[config.mk]
export PLATFORM = sky130hd
export DESIGN_NAME = plh_gain
export DESIGN_NICKNAME = d
export VERILOG_FILES = /design/src/rtl/plh_pkg.sv /design/src/rtl/plh_gain.sv
export SDC_FILE = /design/constraint.sdc
export NUM_CORES = 2
export LEC_CHECK = 0
export ABC_AREA = 0
export BUFFER_PORTS_ARGS = -buffer_cell sky130_fd_sc_hd__buf_2
export CORE_UTILIZATION = 58
export CTS_CLUSTER_DIAMETER = 40
export DETAILED_ROUTE_END_ITERATION = 8
export PLACE_DENSITY_LB_ADDON = 0.12
export SYNTH_ARGS = -nofsm -noshare
export SYNTH_HDL_FRONTEND = slang
export SYNTH_SLANG_ARGS = --single-unit
[constraint.sdc]
create_clock -name clk -period 6.4 [get_ports clk]
set_input_delay 1.28 -clock clk [delete_from_list [all_inputs] [get_ports clk]]
set_output_delay 1.28 -clock clk [all_outputs]
set_load 0.02 [all_outputs]
[src/rtl/plh_pkg.sv]
// Package for the polyline arc length and heading block.
// Holds widths, CORDIC constants, the arctangent table and the stage types.
// No dependencies.
`default_nettype none

package plh_pkg;

    // Default micro-rotation count (at most 32, the size of the arctangent table)
    localparam int unsigned PLH_CORDIC_STEPS = 16;

    // Field widths
    localparam int unsigned COORD_W = 32;
    localparam int unsigned DELTA_W = COORD_W + 1;
    localparam int unsigned GUARD_W = 8;
    // Rotation datapath: scaled deltas grow by the CORDIC gain, plus sign and margin
    localparam int unsigned CORDIC_W = DELTA_W + GUARD_W + 3;
    localparam int unsigned ANGLE_W = 32;
    localparam int unsigned HEAD_W = 16;
    localparam int unsigned LEN_W = 40;
    localparam int unsigned SEG_W = 37;

    localparam logic [LEN_W-1:0]   LEN_MAX   = {LEN_W{1'b1}};
    localparam logic [31:0]        INV_GAIN  = 32'd2608131496;
    localparam logic [ANGLE_W-1:0] ANGLE_PI  = 32'h8000_0000;

    // atan(2^-i) in units of 2^-32 turn
    localparam logic [ANGLE_W-1:0] ATAN_TABLE [32] = '{
        32'd536870912, 32'd316933406, 32'd167458907, 32'd85004756,
        32'd42667331,  32'd21354465,  32'd10679838,  32'd5340245,
        32'd2670163,   32'd1335087,   32'd667544,    32'd333772,
        32'd166886,    32'd83443,     32'd41722,     32'd20861,
        32'd10430,     32'd5215,      32'd2608,      32'd1304,
        32'd652,       32'd326,       32'd163,       32'd81,
        32'd41,        32'd20,        32'd10,        32'd5,
        32'd3,         32'd1,         32'd1,         32'd0
    };

    // Vector handed from cell to cell along the rotation chain
    typedef struct packed {
        logic                valid;
        logic                first;
        logic                zero;
        logic [CORDIC_W-1:0] x;
        logic [CORDIC_W-1:0] y;
        logic [ANGLE_W-1:0]  z;
    } plh_vec_t;

    // Segment result after gain compensation
    typedef struct packed {
        logic              valid;
        logic              first;
        logic [HEAD_W-1:0] heading;
        logic [SEG_W-1:0]  seg;
    } plh_res_t;

endpackage

`default_nettype wire

[src/rtl/plh_gain.sv]
// Two-stage CORDIC gain compensation and heading rounding.
// Depends on plh_pkg (vector and result types, inverse gain constant).
`default_nettype none

module plh_gain (
    input  wire logic              clk,
    input  wire logic              rst_n,
    input  wire logic              en,
    input  wire plh_pkg::plh_vec_t vec_in,
    output plh_pkg::plh_res_t      res_out
);
    import plh_pkg::*;

    localparam int unsigned MAG_W  = CORDIC_W - 1;
    localparam int unsigned HI_W   = MAG_W - 16;
    localparam int unsigned PHI_W  = HI_W + 32;
    localparam int unsigned PLO_W  = 16 + 32;
    localparam int unsigned T_W    = PHI_W + 1;
    localparam int unsigned RND_W  = T_W + 1;

    logic [MAG_W-1:0]   mag;
    logic [PHI_W-1:0]   p_hi_reg;
    logic [PLO_W-1:0]   p_lo_reg;
    logic               a_valid_reg;
    logic               a_first_reg;
    logic               a_zero_reg;
    logic [ANGLE_W-1:0] a_z_reg;
    logic [PLO_W:0]     lo_rnd;
    logic [T_W-1:0]     t_sum;
    logic [RND_W-1:0]   t_rnd;
    logic [ANGLE_W-1:0] z_rnd;
    logic               b_valid_reg;
    plh_res_t           b_data_reg;
    plh_res_t           b_data_next;

    // Clamp a negative magnitude to zero
    assign mag = vec_in.x[CORDIC_W-1] ? '0 : vec_in.x[MAG_W-1:0];

    // Stage A: split multiply by the inverse gain
    always_ff @(posedge clk)
    begin
        if (en)
        begin
            p_hi_reg    <= PHI_W'(mag[MAG_W-1:16]) * PHI_W'(INV_GAIN);
            p_lo_reg    <= PLO_W'(mag[15:0]) * PLO_W'(INV_GAIN);
            a_first_reg <= vec_in.first;
            a_zero_reg  <= vec_in.zero;
            a_z_reg     <= vec_in.z;
        end
    end

    // Stage B: round the partial products and the angle
    always_comb
    begin
        lo_rnd = {1'b0, p_lo_reg} + (PLO_W+1)'(32'h8000);
        t_sum  = T_W'(p_hi_reg) + T_W'(lo_rnd[PLO_W:16]);
        t_rnd  = RND_W'(t_sum) + (RND_W'(1) << (15 + GUARD_W));
        z_rnd  = a_z_reg + ANGLE_W'(32'h8000);
        b_data_next       = '0;
        b_data_next.first = a_first_reg;
        if (!a_zero_reg && !a_first_reg)
        begin
            b_data_next.heading = z_rnd[ANGLE_W-1:ANGLE_W-HEAD_W];
            b_data_next.seg     = t_rnd[16+GUARD_W +: SEG_W];
        end
    end

    always_ff @(posedge clk)
    begin
        if (en)
        begin
            b_data_reg <= b_data_next;
        end
    end

    // Advance the tokens
    always_ff @(posedge clk or negedge rst_n)
    begin
        if (!rst_n)
        begin
            a_valid_reg <= 1'b0;
            b_valid_reg <= 1'b0;
        end
        else if (en)
        begin
            a_valid_reg <= vec_in.valid;
            b_valid_reg <= a_valid_reg;
        end
    end

    always_comb
    begin
        res_out       = b_data_reg;
        res_out.valid = b_valid_reg;
    end

endmodule

`default_nettype wire

### Word-level counts from Yosys, hierarchy flattened

Index checks and enable logic that the tools add are counted.

| operators by class | value |
|---|---|
| $add $sub $neg | 4 |
| $mul | 2 |
| div/mod/pow operators | 0 |
| order comparisons | 0 |
| equality and inequality tests | 0 |
| shift-type cells | 0 |
| muxes and demuxes | 1 |
| bitwise logic cells | 0 |
| reduce and logical (&&, ||, !) cells | 3 |

Operator list:

| cell | count |
|---|---|
| 60-bit by 24-bit adder with 61-bit output (second input constant) | 1 |
| 59-bit by 33-bit adder with 60-bit output | 1 |
| 27-bit by 29-bit multiplier with 56-bit output (second input constant) | 1 |
| 48-bit by 16-bit adder with 49-bit output (second input constant) | 1 |
| 16-bit by 29-bit multiplier with 45-bit output (second input constant) | 1 |
| 43-bit 2-to-1 mux | 1 |
| 32-bit by 16-bit adder with 32-bit output (second input constant) | 1 |
| 1-bit zero test | 2 |
| 1-bit logical AND | 1 |

| storage, ports and cells | value |
|---|---|
| bits in registers | 191 |
| latch bits | 0 |
| memory bits (writable) | 0 |
| bits in read-only memories | 0 |
| input bits | 126 |
| output and inout port bits | 55 |
| word-level logic and storage cells | 20 |
| memories | 0 |

### Logic depth before layout (Yosys ltp)

| logic depth | value |
|---|---|
| depth in word-level cells | 3 |
| mapped depth | 29 |
| depth with buffers taken out | 26 |

### Least setup slack after synthesis

Ideal clock, no wire load.

| path | value |
|---|---|
| path kind | input to register |
| start | input vec_in[119] in the netlist's numbering |
| end | register p_hi_reg[56] (data pin) |
| library setup time | 263 ps |
| arrival | 8094 ps |
| required time | 6137 ps |
| setup slack | -1957 ps |
| cell stages on the path | 27 |
| buffers on the path | 3 |
| path through | buf_2 -> clkbuf_1 -> clkbuf_1 -> nor2b_1 -> ha_1 -> inv_1 -> fa_1 -> inv_1 -> fa_1 -> inv_1 -> fa_1 -> inv_1 -> fa_1 -> fa_1 -> inv_1 -> fa_1 -> inv_1 -> ha_1 -> a2111oi_0 -> o21ai_1 -> o311ai_0 -> a21oi_2 -> o41ai_2 -> a21oi_1 -> nand2b_1 -> a311oi_1 -> xnor2_1 |

| on the way | value |
|---|---|
| word-level cells in the longest chain between the ends | 2 |

RTL lines:

| element | line | source |
|---|---|---|
| start, declared | plh_gain.sv:9 | `input wire plh_pkg::plh_vec_t vec_in,` |
| 43-bit 2-to-1 mux | plh_gain.sv:37 | `assign mag = vec_in.x[CORDIC_W-1] ? '0 : vec_in.x[MAG_W-1:0];` |
| 27-bit by 29-bit multiplier with 56-bit output | plh_gain.sv:44 | `p_hi_reg <= PHI_W'(mag[MAG_W-1:16]) * PHI_W'(INV_GAIN);` |
| end signal, assigned | plh_gain.sv:44 |  |
| end, declared | plh_gain.sv:22 | `logic [PHI_W-1:0] p_hi_reg;` |

No other way between the ends.
A chain may end at the register's enable or synchronous reset.

### Worst setup path after layout

Ends and elaborated chain as after synthesis.

==> flow_metrics.py <==
metrics = {
    "floorplan": {
        "core-area_sq_mm": 0.0503,
        "io_pins": 181,
        "initial_core_util_pct": 59.0,
        "die_x_um": 228,
        "die_h_um": 228,
        "rows": 82,
        "dieArea_sq_mm": 0.0520,
    },
    "route": {
        "dr.pass1.iters": 5,
        "wirelength_um": 95300,
        "vias": 23820,
        "drc": 0,
        "viasPerCell": 5.54,
        "routedWlPerCell_um": 22.2,
        "drt_iter0_markers": 1739,
        "ant_nets": 0,
    },
    "logic_synthesis": {
        "synth_top_area_share_pct": 34.8,
        "yosysSeqAreaShare_pct": 16.5,
        "ys_ff_latch": 163,
        "synth_ff_type": "edfxtp_1",
        "netlist_instances": 2833,
        "synth_cell_types": 73,
        "yosys_warnings": 0,
        "netlist_area_sq_mm": 0.0296,
        "synth_edf_count": 161,
        "syn_nets": 3934,
        "synth_area_per_cell_sq_um": 10.5,
        "yosys-top-cells-area": "fa_1, ha_1, edfxtp_1",
        "synth_top_area_cell": "fa_1",
        "synthArstFlopShare_pct": 1.23,
    },
    "setup_path": {
        "critical_path_class": "input port to flop",
        "cp_data_arrival_time_ps": 7790,
        "rrSetupSlack_ps": 630,
        "cp_max_fo": 5,
        "crit_path_end": "p_hi_reg[56]$_DFFE_PP_",
        "start_kind": "input port",
        "startpoint": "vec_in[119]",
        "reg2reg_depth": 17,
        "critPathRequiredTime_ps": 6610,
        "r2r_start": "p_lo_reg[15]$_DFFE_PP_",
        "end_kind": "flop",
        "r2r-end": "res_out[31]$_SDFFCE_PN0P_",
    },
    "timing": {
        "rsz0062_at_grt": "true",
        "setup_viol": 68,
        "hold_viol_final": 0,
        "timing.fmax_ghz": 0.132,
        "finClkSkew_ps": 13.6,
        "period_minus_slack_ps": 7580,
        "finalCritPeriodShare_pct": 118,
        "tightest_slew_ps": 1020,
        "slew_headroom_pct": 32.1,
        "setup_ws_ps": -1180,
        "slew_viol_final": 0,
    },
    "run": {
        "cap_violations": 0,
    },
    "placement": {
        "gp_congestion": 1.02,
        "hpwlAfterDp_um": 75700,
        "io_buffers": 120,
        "placed_area_sq_mm": 0.0357,
    },
    "min_path": {
        "hold_class": "flop to flop",
        "hold_depth": 1,
    },
    "global_route": {
        "grt_use_total_pct": 36.7,
        "overflow": 0,
        "grt_max_degree": 69,
        "grt_pass1_vias": 25946,
        "grt_pass1_wl_um": 145000,
        "antenna_found_initial": 0,
    },
    "status": {
        "status": "finished, violations left",
        "violations": "negative setup slack",
    },
    "layout": {
        "drive_above_1_share_pct": 35.0,
        "largest_register_ffs": 56,
        "num_antenna_cells": 0,
        "syn_to_final_growth_pct": 32.5,
        "final_cell_area_sq_mm": 0.0393,
        "num-nets-final": 4714,
        "fillCellCount": 3116,
        "final_util_pct": 78.2,
    },
    "clock_tree": {
        "cts_sinks": 163,
        "path_clk_slew_ps": 70,
        "cts_max_path_buffers": 2,
        "holdBufCountCts": 0,
        "clkLatencyLatePin_ps": 450,
        "cts_tree": "yes",
        "clock-root-buffer": "clkbuf_16",
        "numCtsBuffers": 17,
        "htree_levels": 4,
    },
}
==> cell usage in the layout, fill, tap and decap left out, types with 15 or more instances in the layout <==
master,count
edfxtp_1,161
xor2_1,57
nand2_1,64
clkbuf_16,17
a21oi_1,68
ha_4,66
buf_4,605
nand2b_1,18
inv_2,82
xnor2_1,69
nor2b_1,18
nor2_1,65
nand3_1,35
fa_2,53
a21oi_2,32
inv_4,15
inv_1,683
nand4_1,21
o21ai_0,21
buf_2,118
nor3_1,17
ha_1,384
and4_1,16
fa_1,462
buf_6,63
a21o_1,65
nand2b_4,26
==> area by class of cell <==
cell class                 count  area (sq um)  area share [%]
clock buffer                  18           429            1.09
clock inverter                14           160           0.408
inverter                     785          3010            7.65
multi-input combinational   1849         23900            60.8
sequential                   163          4880            12.4
tap                          672           841            2.14
timing repair buffer         797          6080            15.5
==> synth_stat cells, types with 3 or more instances <==
library cell  count
o21a_1           13
a41oi_1           3
nand2_1          74
o21ai_1           7
nor2b_1          30
a21oi_1         112
or2_2            16
or4_1            13
a21o_1           65
o31ai_1          13
xnor2_1          79
and4_1           16
and3_1           15
a221oi_1          4
xor2_1           63
nor3b_1           6
or3_1             8
ha_1            460
nor2_1           77
inv_1           785
a2111oi_0         3
o21bai_1         12
clkbuf_1         28
o211ai_1         14
nor3_1           20
buf_2             3
a31oi_1           3
a21boi_0          6
o21ai_0          38
and2_1           15
a211oi_1          4
nand3_1          39
nand2b_1         44
edfxtp_1        161
nand4_1          21
fa_1            515
==> worst max-delay path, stage by stage <==
cell	delay (ps)
buf_16	120
buf_12	160
nand2b_4	160
inv_6	30
fa_1	520
inv_2	50
fa_1	510
fa_1	540
inv_2	40
fa_2	480
fa_1	540
fa_1	550
inv_2	40
fa_1	490
inv_2	50
ha_4	230
a2111oi_4	370
o21ai_2	130
o311ai_4	110
a21oi_2	110
o41ai_2	300
buf_4	200
a21oi_4	70
buf_6	130
nand2b_4	150
a311oi_4	300
xnor2_1	90
==> per-layer routing <==
layer	routed length (um)	GRT usage, %	vias up
met5	0	0	-
met4	3300	10.2	0
met3	5290	4.55	227
met2	46000	60.7	891
met1	40700	51.1	12145
li1	-	-	10557
==> logic make-up after synthesis <==
family	after synthesis	synth area share, %
buffers and inverters	821	10.5
flip-flops	163	16.5
multiplexers	3	0.110
AO/OA/AOI/OAI	326	7.22
adder cells (fa/ha/maj)	975	54.2
XOR/XNOR	142	4.20
AND/OR/NAND/NOR	402	7.29
other	1	0.0127
==> timing repair <==
| action | 4_1_cts | 5_1_grt |
|---|---|---|
| gates cloned | 3 | 0 |
| gates resized for setup | 305 | 188 |
| setup endpoints to repair | 72 | 72 |
| pin swaps | 198 | 194 |
| buffers inserted | 84 | 52 |
==> how the worst min path moves through the flow <==
stage	startpoint	to
2_1_floorplan	a_first_reg$_DFFE_PP_	res_out[53]$_DFFE_PP_
5_1_grt	b_valid_reg$_DFFE_PN0P_	b_valid_reg$_DFFE_PN0P_
6_report	a_valid_reg$_DFFE_PN0P_	b_valid_reg$_DFFE_PN0P_
3_5_place_dp	a_first_reg$_DFFE_PP_	res_out[53]$_DFFE_PP_
4_1_cts	a_valid_reg$_DFFE_PN0P_	a_valid_reg$_DFFE_PN0P_
3_3_place_gp	a_first_reg$_DFFE_PP_	res_out[53]$_DFFE_PP_
==> metrics by stage <==
step	hold WS (ps)	instances	worst slack, ps	TNS [ps]
2_1_floorplan	443	2833	-1070	-40830
3_3_place_gp	458	4155	-1570	-82090
3_5_place_dp	487	4155	-1720	-88770
4_1_cts	512	4266	-1040	-41270
5_1_grt	522	4298	-1350	-61860
6_report	516	4298	-1180	-53250
Power is left out: the tool's default activity adds up to more than one toggle a clock period on the data nets, which glitch-free logic cannot reach.
